==> src/rtl/bcd_pkg.sv <==
package bcd_pkg;

    localparam int MAX_DIM_DEF = 4096;
    localparam int DIM_W       = 13;
    localparam int CFG_IDX_W   = 2;
    localparam int IN_TDATA_W  = 152;
    localparam int OUT_TDATA_W = 56;

    localparam logic [1:0] FMT_BC1 = 2'd0;
    localparam logic [1:0] FMT_BC2 = 2'd1;
    localparam logic [1:0] FMT_BC3 = 2'd2;

    localparam logic [CFG_IDX_W-1:0] REG_BLOCK_FORMAT = 2'd0;
    localparam logic [CFG_IDX_W-1:0] REG_IMAGE_WIDTH  = 2'd1;
    localparam logic [CFG_IDX_W-1:0] REG_IMAGE_HEIGHT = 2'd2;

    localparam logic [DIM_W-1:0] WIDTH_RST  = 13'd4096;
    localparam logic [DIM_W-1:0] HEIGHT_RST = 13'd4096;

    typedef logic [7:0] chan_t;
    // channel 0 red, 1 green, 2 blue
    typedef chan_t [2:0] rgb_t;

    typedef struct packed {
        logic [1:0]        fmt;
        logic              four;
        rgb_t              e0;
        rgb_t              e1;
        chan_t             a0;
        chan_t             a1;
        logic              agt;
        logic [5:0][10:0]  anum7;
        logic [3:0][10:0]  anum5;
        logic [31:0]       cidx;
        logic [63:0]       abits;
        logic [23:0]       base;
        logic [11:0]       row0;
        logic [11:0]       col0;
    } expand_t;

    typedef struct packed {
        logic [1:0]        fmt;
        logic              four;
        rgb_t              e0;
        rgb_t              e1;
        logic [2:0][17:0]  num2;
        logic [2:0][17:0]  num3;
        rgb_t              mean;
        chan_t [7:0]       ramp;
        logic [31:0]       cidx;
        logic [63:0]       abits;
        logic [23:0]       base;
        logic [11:0]       row0;
        logic [11:0]       col0;
    } mix_t;

    typedef struct packed {
        logic [1:0]        fmt;
        logic              four;
        rgb_t [3:0]        pal;
        chan_t [7:0]       ramp;
        logic [31:0]       cidx;
        logic [63:0]       abits;
        logic [23:0]       base;
        logic [11:0]       row0;
        logic [11:0]       col0;
    } block_t;

    typedef struct packed {
        logic       active;
        logic [3:0] cnt;
    } seq_stat_t;

    function automatic chan_t expand5(input logic [4:0] v);
        logic [13:0] t;
        t = 14'(v) * 14'd527 + 14'd23;
        return t[13:6];
    endfunction

    function automatic chan_t expand6(input logic [5:0] v);
        logic [13:0] t;
        t = 14'(v) * 14'd259 + 14'd33;
        return t[13:6];
    endfunction

    // reciprocal multiply, exact for n below 256000
    function automatic chan_t div1000(input logic [17:0] n);
        logic [36:0] p;
        p = 37'(n) * 37'd268436;
        return p[35:28];
    endfunction

    function automatic chan_t div7(input logic [10:0] n);
        logic [22:0] p;
        p = 23'(n) * 23'd2341;
        return p[21:14];
    endfunction

    function automatic chan_t div5(input logic [10:0] n);
        logic [22:0] p;
        p = 23'(n) * 23'd3277;
        return p[21:14];
    endfunction

endpackage

==> src/rtl/bcd_expand.sv <==
module bcd_expand (
    input  logic                      clk,
    input  logic                      rst_n,
    input  logic [1:0]                fmt,
    input  logic [bcd_pkg::DIM_W-1:0] img_w,
    input  logic                      up_valid,
    output logic                      up_ready,
    input  logic [63:0]               first_half,
    input  logic [63:0]               second_half,
    input  logic [9:0]                block_row,
    input  logic [9:0]                block_col,
    output logic                      dn_valid,
    input  logic                      dn_ready,
    output bcd_pkg::expand_t          dn_data
);
    import bcd_pkg::*;

    logic        valid_reg;
    logic        valid_next;
    logic        load;
    expand_t     data_reg;
    expand_t     data_next;
    logic [63:0] colour;
    logic [15:0] raw0;
    logic [15:0] raw1;
    logic [24:0] row_prod;

    assign up_ready = !valid_reg || dn_ready;
    assign load     = up_valid && up_ready;
    assign dn_valid = valid_reg;
    assign dn_data  = data_reg;

    assign colour   = (fmt == FMT_BC1) ? first_half : second_half;
    assign raw0     = colour[15:0];
    assign raw1     = colour[31:16];
    assign row_prod = 25'({block_row, 2'b00}) * 25'(img_w);

    always_comb
    begin
        data_next.fmt   = fmt;
        data_next.four  = (fmt != FMT_BC1) || (raw0 > raw1);
        data_next.e0[0] = expand5(raw0[15:11]);
        data_next.e0[1] = expand6(raw0[10:5]);
        data_next.e0[2] = expand5(raw0[4:0]);
        data_next.e1[0] = expand5(raw1[15:11]);
        data_next.e1[1] = expand6(raw1[10:5]);
        data_next.e1[2] = expand5(raw1[4:0]);
        data_next.a0    = first_half[7:0];
        data_next.a1    = first_half[15:8];
        data_next.agt   = first_half[7:0] > first_half[15:8];
        for (int k = 1; k <= 6; k++)
        begin
            data_next.anum7[k-1] = 11'(7 - k) * 11'(first_half[7:0])
                                 + 11'(k) * 11'(first_half[15:8]);
        end
        for (int k = 1; k <= 4; k++)
        begin
            data_next.anum5[k-1] = 11'(5 - k) * 11'(first_half[7:0])
                                 + 11'(k) * 11'(first_half[15:8]);
        end
        data_next.cidx  = colour[63:32];
        data_next.abits = first_half;
        data_next.base  = row_prod[23:0] + 24'({block_col, 2'b00});
        data_next.row0  = {block_row, 2'b00};
        data_next.col0  = {block_col, 2'b00};
    end

    always_comb
    begin
        valid_next = valid_reg;
        if (dn_ready)
        begin
            valid_next = 1'b0;
        end
        if (load)
        begin
            valid_next = 1'b1;
        end
    end

    always_ff @(posedge clk or negedge rst_n)
    begin
        if (!rst_n)
        begin
            valid_reg <= 1'b0;
        end
        else
        begin
            valid_reg <= valid_next;
        end
    end

    always_ff @(posedge clk)
    begin
        if (load)
        begin
            data_reg <= data_next;
        end
    end

endmodule

==> config.mk <==
export PLATFORM = sky130hd
export DESIGN_NAME = bcd_expand
export DESIGN_NICKNAME = d
export VERILOG_FILES = /design/src/rtl/bcd_pkg.sv /design/src/rtl/bcd_expand.sv
export SDC_FILE = /design/constraint.sdc
export NUM_CORES = 1
export LEC_CHECK = 0
export ABC_CLOCK_PERIOD_IN_PS = 7100
export BUFFER_PORTS_ARGS = -buffer_cell sky130_fd_sc_hd__buf_2
export CORE_UTILIZATION = 51
export CTS_CLUSTER_SIZE = 28
export DETAILED_ROUTE_END_ITERATION = 10
export HOLD_SLACK_MARGIN = 0.15
export PLACE_DENSITY = 0.87
export SYNTH_ARGS = -nofsm -noshare
export SYNTH_HDL_FRONTEND = slang
export SYNTH_SLANG_ARGS = --single-unit
==> constraint.sdc <==
create_clock -name clk -period 7.1 [get_ports clk]
set_input_delay 1.42 -clock clk [delete_from_list [all_inputs] [get_ports clk]]
set_output_delay 1.42 -clock clk [all_outputs]
set_load 0.01 [all_outputs]
# Yosys cells after proc, flatten, opt, wreduce, memory -nomap -nowiden
# Cells that the tools add are included.
# totals
wordCells	69
output_inout_bits	324
register_bits	319
inputBits	167
# classes
n_reduce_logical	7
n_addsub	17
order_cmp	2
n_mul	13
n_mux	3
# op_table
cell	count
64-bit two-way mux	1
14-bit by 5-bit adder with 14-bit output, second input constant	4
5-bit by 10-bit multiplier with 14-bit output, second input constant	4
2-bit by 8-bit multiplier with 10-bit output, first input constant	4
14-bit by 6-bit adder with 14-bit output, second input constant	2
6-bit by 9-bit multiplier with 14-bit output, second input constant	2
24-bit by 12-bit adder with 24-bit output	1
10-bit by 10-bit adder with 11-bit output	2
10-bit by 13-bit multiplier with 22-bit output	1
3-bit by 8-bit multiplier with 11-bit output, first input constant	2
16-bit greater-than comparator	1
10-bit by 8-bit adder with 11-bit output	1
10-bit by 9-bit adder with 11-bit output	1
11-bit by 8-bit adder with 11-bit output	1
11-bit by 9-bit adder with 11-bit output	1
8-bit by 10-bit adder with 11-bit output	1
8-bit by 11-bit adder with 11-bit output	1
9-bit by 10-bit adder with 11-bit output	1
9-bit by 11-bit adder with 11-bit output	1
8-bit greater-than comparator	1
2-bit nonzero test	2
2-bit zero test	1
1-bit logical OR	2
1-bit two-way mux	2
other kinds (2)	2

# Logic depth before layout (Yosys ltp)
# Gate-level depths: netlist of the first run.
# depth
ltp_word	4
depth_mapped	24
mapped_depth_nobuf	23

# Least setup slack after synthesis of the first run
# Ideal clock, no wire load.
# synth_timing
path_type	input to register
startpoint	input port dn_ready
endpoint	register data_reg (netlist bit dn_data[100]) (enable)
n_path_buf	0
stages	2
t_required_ns	6.415
setup_time_ns	0.685
slack_ns	-1.719
arrival_ns	8.134
cell_sequence	nand2b_1 -> and2_1
# synth_via
elab_chain_cells	2
# synth_lines
item	line_no	text
start, declared	bcd_expand.sv:13	input logic dn_ready,
1-bit logical OR	bcd_expand.sv:28	assign up_ready = !valid_reg || dn_ready;
1-bit logical AND	bcd_expand.sv:29	assign load = up_valid && up_ready;
named net load	bcd_expand.sv:20	logic load;
end signal, assigned	bcd_expand.sv:97	data_reg <= data_next;
end, declared	bcd_expand.sv:21	expand_t data_reg;
# The timed path passes the listed nets, and every way through them passes these cells.
# A chain may end at the register's enable or synchronous reset.

==> impl_metrics.tcl, run 1 <==
set metrics [dict create \
    p_sw_share_pct 39.94 \
    synth_area_leader_cell "edfxtp_1" \
    synthFlopType "edfxtp_1" \
    cts.htree.levels 2 \
    ys_seq_area_share_pct 39.20 \
    antenna_found_initial 2 \
    grt_max_degree 154 \
    p_leak_nw 12.31 \
    synth_edf_count 286 \
    power.total_mw 8.815 \
    synth-simple-area-share_pct 6.639 \
    place_congestion 0.9103 \
    ys_ff_latch 287 \
    critPathCapture "dn_data[42]$_DFFE_PP_" \
    grt_usage_pct 25.23 \
    fin_cells 2887 \
    synth_xor_xnor_area_share_pct 6.571 \
    dr.pass1.iters 5 \
    synth_compound_area_share_pct 8.302 \
    maxCapViolCount 0 \
    skew_ns 0.02549 \
    grt_pass1_vias 16280 \
    fin_nets 2931 \
    rows 75 \
    yosysMostFrequentCell "ha_1" \
    wl_per_cell_um 19.27 \
    cp.required_ns 7.39 \
    synth_area_leaders "edfxtp_1 (39%), ha_1 (17%), fa_1 (13%)" \
    p_int_mw 5.294 \
    drv_slew 0 \
    syn_area_per_cell_um2 11.95 \
    cp-end-kind "flip-flop" \
    vias 15680 \
    pwr-share-seq_pct 27.4 \
    relSlewSlack_pct 30.97 \
    synth_common_cells "ha_1 (301), edfxtp_1 (286), inv_1 (258)" \
    overflow 0 \
    power_density_nw_per_um2 339.5 \
    cts_tree "yes" \
    postCtsSetupBuffers 0 \
    tightest_slew_ns 1.035 \
    start_util_pct 52.04 \
    async_reset_ff_share_pct 0.3484 \
    routed_via_density 5.431 \
    fmax_mhz 149.6 \
    r2r_cells 3 \
    synth_area_um2 21970 \
    cts.sinks 287 \
    drt_iter0_markers 1110 \
    io_buffer_count 484 \
    layout_worst_path_cycle_share_pct 94.12 \
    grt_first_pass_wirelength_mm 85.74 \
    startpoint_type "input pin" \
    cp-startpoint "block_row[1]" \
    yosysWarnings 0 \
    die_w_um 209.6 \
    rsz0062_at_grt "false" \
    clkLatencyLatePin_ns 0.55 \
    worstPathArrival_ns 6.97 \
    cts_buffers 34 \
    synth_top_family_by_area "adder cells" \
    dp_cells 2826 \
    core-area_um2 42230 \
    min_period_ns 6.683 \
    pwr-share-comb_pct 53.5 \
    hold_viol 0 \
    clockPowerShare_pct 19.1 \
    whs_ns 0.5299 \
    synth-adder-area-share_pct 29.89 \
    finish.utilization_pct 61.49 \
    syn_to_final_growth_pct 18.17 \
    switchingPower_mw 3.521 \
    die_area_um2 43920 \
    synth_top_cell_area_share_pct 39.08 \
    cts_buffer_depth 3 \
    outcome "completed" \
    setup_viol 0 \
    netlist_instances 1839 \
    reg2reg_slack_ns 5.01 \
    worstPathMaxFanout 14 \
    clk_pin_slew_worst_paths_ns 0.06 \
    postCtsHoldBufs 0 \
    die_h_um 209.6 \
    synth.area.mux_share_pct 3.189 \
    drive_above_1_share_pct 26.76 \
    root_buffer "clkbuf_16" \
    synth_cell_type_count 66 \
    timing.rr.start "dn_valid$_DFFE_PN0P_" \
    cts_resized 0 \
    ant_nets 0 \
    worstReg2RegEnd "dn_data[10]$_DFFE_PP_" \
    pin_count 491 \
    hpwl_mm 43.16 \
    worst_hold_path_type "reg2reg" \
    path_class "in2reg" \
    ir_drop_mv 0.3526 \
    drt-total-wl_mm 55.63 \
    route.detailed.drc 0 \
]
[flip-flops by register name, summed over array words and instances, names as in the netlist]
register  count
dn_data     286
dn_valid      1
[worst max-delay path, stage by stage]
cell	delay, ns
buf_2	0.25
nand2_1	0.11
fa_1	0.49
inv_1	0.06
fa_1	0.46
ha_1	0.33
fa_1	0.54
inv_1	0.06
fa_1	0.53
inv_1	0.04
ha_1	0.33
o211ai_1	0.10
o21ai_1	0.41
a21oi_1	0.19
xnor2_1	0.22
ha_1	0.29
nor2_1	0.15
nor2b_1	0.07
a31oi_1	0.23
nor2_1	0.12
and2_1	0.21
and4_1	0.22
xor2_1	0.14
[worst min-delay path by stage]
stage / start / endpoint / cells past startpoint
global placement: dn_valid$_DFFE_PN0P_ / dn_valid$_DFFE_PN0P_ / 2
CTS: dn_valid$_DFFE_PN0P_ / dn_valid$_DFFE_PN0P_ / 2
detailed placement: dn_valid$_DFFE_PN0P_ / dn_valid$_DFFE_PN0P_ / 2
floorplan: dn_valid$_DFFE_PN0P_ / dn_valid$_DFFE_PN0P_ / 2
finish: dn_valid$_DFFE_PN0P_ / dn_valid$_DFFE_PN0P_ / 2
global route: dn_valid$_DFFE_PN0P_ / dn_valid$_DFFE_PN0P_ / 2
[metrics by stage]
stage	area, µm²	setup slack (ns)	TNS [ns]
6_report	25970	0.4173	0
2_1_floorplan	21990	0.1746	0
3_3_place_gp	24920	0.09875	0
3_5_place_dp	24920	-0.01900	-0.02036
5_1_grt	25970	0.09124	0
4_1_cts	25960	0.4531	0
[cell usage in the layout (no fill, tap or decap), drive strengths merged, types with 37 or more instances in the layout]
master and n:
mux2 40, o21ai 42, a21o 45, o21bai 38, xnor2 126, ha 301, clkbuf 37, and2 71
xor2 38, buf 510, inv 260, nand2 88, nor2 40, fa 140, a21oi 100, edfxtp 286
[layout make-up]
cell class	instances	area [µm²]
Antenna cell	1	2.502
Fill cell	3238	16260
Inverter	258	968.4
Clock buffer	37	862.1
Clock inverter	23	186.4
Multi-Input combinational cell	1232	12030
Tap cell	539	674.4
Timing Repair Buffer	510	2630
Sequential cell	287	8613
[power by group through the flow]
stage	Sequential (mW)	Combinational (mW)	Clock (mW)
global placement	2.44	4.45	0
detailed placement	2.44	4.66	0
global route	2.43	5.25	1.78
CTS	2.41	4.72	1.72
finish	2.41	4.72	1.68
floorplan	2.54	3.24	0
[logic make-up (layout without fill, tap and decap cells)]
logic type               count (synthesis)  in the layout
AO/OA/AOI/OAI                          280            280
XOR/XNOR                               164            164
adder cells (fa/ha/maj)                441            441
buffers and inverters                  325            828
flip-flops                             287            287
multiplexers                            65             65
other                                    1              7
AND/OR/NAND/NOR                        276            276
[routing by layer]
metal	global-route usage, %	vias to the layer above	part of all wire, %
li1	-	7244	-
met4	11.25	0	4.8
met3	4.564	146	6.8
met1	30.52	7661	39
met2	44.00	629	49
met5	0	-	0
Power figures use the tool's default switching activity.
==> run 2, diff against run 1 <==
BUFFER_PORTS_ARGS = not set   (was -buffer_cell sky130_fd_sc_hd__buf_2)
CORE_UTILIZATION = 59   (was 51)
DONT_BUFFER_PORTS = 1   (was not set)
PLACE_DENSITY = 0.86   (was 0.87)
==> impl_metrics.tcl, run 2 (synthesis gave the netlist of run 1 again) <==
set metrics [dict create \
    ant_nets 0 \
    skew_ns 0.03801 \
    antenna_found_initial 2 \
    finish.utilization_pct 63.48 \
    fmax_mhz 155.9 \
    dr.pass1.iters 5 \
    cts_buffer_depth 3 \
    vias 13620 \
    core-area_um2 36610 \
    place_congestion 0.9104 \
    most-common-layout-cells "ha_1 (301), edfxtp_1 (286), inv_1 (258), fa_1 (140), xnor2_1 (126)" \
    drv_slew 0 \
    wl_met1_mm 18.57 \
    seq_area_um2 8613 \
    maxCapViolCount 0 \
    worstPathMaxFanout 14 \
    drive_above_1_share_pct 6.743 \
    io_buffer_count 0 \
    hold_viol 0 \
    tns_ns 0 \
    setup_viol 0 \
    cp-startpoint "block_row[6]" \
    largest_reg_flops 286 \
    grt_usage_pct 26.15 \
    path_class "in2reg" \
    tightest_slew_ns 0.9693 \
    drt_iter0_markers 710 \
    grt_max_degree 140 \
    p_leak_nw 10.28 \
    ir_drop_mv 0.3270 \
    grt_first_pass_wirelength_mm 76.99 \
    rows 70 \
    cp.required_ns 7.41 \
    worst_hold_path_type "in2async" \
    startpoint_type "input pin" \
    pin_count 491 \
    route.detailed.drc 0 \
    top_layer_used "met5" \
    postCtsSetupBuffers 0 \
    multi_input_area_um2 12030 \
    cts_tree "yes" \
    min_period_ns 6.414 \
    cts.htree.levels 1 \
    cts.sinks 287 \
    fillers 2705 \
    start_util_pct 60.02 \
    root_buffer "clkbuf_16" \
    cp-end-kind "flip-flop" \
    die_w_um 195.0 \
    hpwl_mm 38.89 \
    worstPathArrival_ns 6.72 \
    clkLatencyLatePin_ns 0.59 \
    die_h_um 195.0 \
    syn_to_final_growth_pct 5.757 \
    outcome "completed" \
    rsz0062_at_grt "false" \
    layout_commonest_cell "ha_1" \
    postCtsHoldBufs 0 \
    fin_nets 2425 \
    relSlewSlack_pct 35.38 \
    drt-total-wl_mm 50.06 \
    dr_wl_met3_mm 4.257 \
    die_area_um2 38020 \
    overflow 0 \
    routed_via_density 5.901 \
    cts_resized 0 \
    power_density_nw_per_um2 351.6 \
    timing.rr.start "dn_valid$_DFFE_PN0P_" \
    met2_length_mm 24.66 \
    grt_pass1_vias 14170 \
    clk_pin_slew_worst_paths_ns 0.06 \
    whs_ns 0.5532 \
    cts_buffers 31 \
    wl_per_cell_um 21.69 \
    layout_worst_path_cycle_share_pct 90.34 \
]
## run 2: final timing paths
| check | cells past startpoint | to | slack [ns] |
|---|---|---|---|
| max in group asynchronous | 0 | dn_valid$_DFFE_PN0P_ | 6.48 |
| worst max register to register | 3 | dn_data[253]$_DFFE_PP_ | 4.38 |
| worst min register to register | 2 | dn_valid$_DFFE_PN0P_ | 0.68 |
| worst max-delay path | 21 | dn_data[47]$_DFFE_PP_ | 0.69 |
| min in group clk | 2 | dn_valid$_DFFE_PN0P_ | 0.68 |
| worst min-delay path | 0 | dn_valid$_DFFE_PN0P_ | 0.55 |
## run 2: where the power goes
part           leakage (nW)  internal (mW)  total (mW)  switching (mW)
Sequential             2.74           2.33        2.60           0.268
Combinational          7.07           1.74        4.02            2.28
Clock                 0.471          0.880        1.56           0.675
Total                  10.3           4.95        8.17            3.23
## run 2: metal layers
| layer | track usage, % | vias to the layer above |
|---|---|---|
| met2 | 44.70 | 562 |
| met5 | 0 | - |
| li1 | - | 6230 |
| met4 | 13.01 | 2 |
| met3 | 6.649 | 129 |
| met1 | 30.59 | 6697 |
## run 2: worst max-delay path, cell delays in order
cell,delay [ns]
and2_1,0.16
fa_1,0.45
fa_1,0.50
ha_1,0.34
fa_1,0.54
inv_1,0.05
fa_1,0.52
inv_1,0.04
ha_1,0.33
o211ai_1,0.12
a21oi_2,0.33
nor2_1,0.12
xnor2_1,0.15
ha_1,0.38
o21ai_0,0.12
or2b_2,0.18
a21oi_1,0.06
or3_4,0.37
nand4b_4,0.18
nor4_2,0.25
xnor2_1,0.09
## run 2: layout make-up
cell class | instances | area share [%]
clock buffer | 36 | 3.419
antenna | 1 | 0.01077
clock inverter | 19 | 0.7753
inverter | 258 | 4.167
tap | 468 | 2.520
sequential | 287 | 37.06
multi-input combinational | 1232 | 51.76
timing repair buffer | 7 | 0.2800
## run 2: per-stage QoR
stage | power, mW | setup slack (ns) | cell area [µm²] | cells
floorplan | 5.782 | 0.1746 | 21990 | 1844
global placement | 6.401 | 0.2389 | 22260 | 2252
detailed placement | 6.608 | 0.1165 | 22260 | 2252
CTS | 8.219 | 0.6956 | 23240 | 2307
global route | 8.791 | 0.4165 | 23240 | 2307
finish | 8.171 | 0.6859 | 23240 | 2308
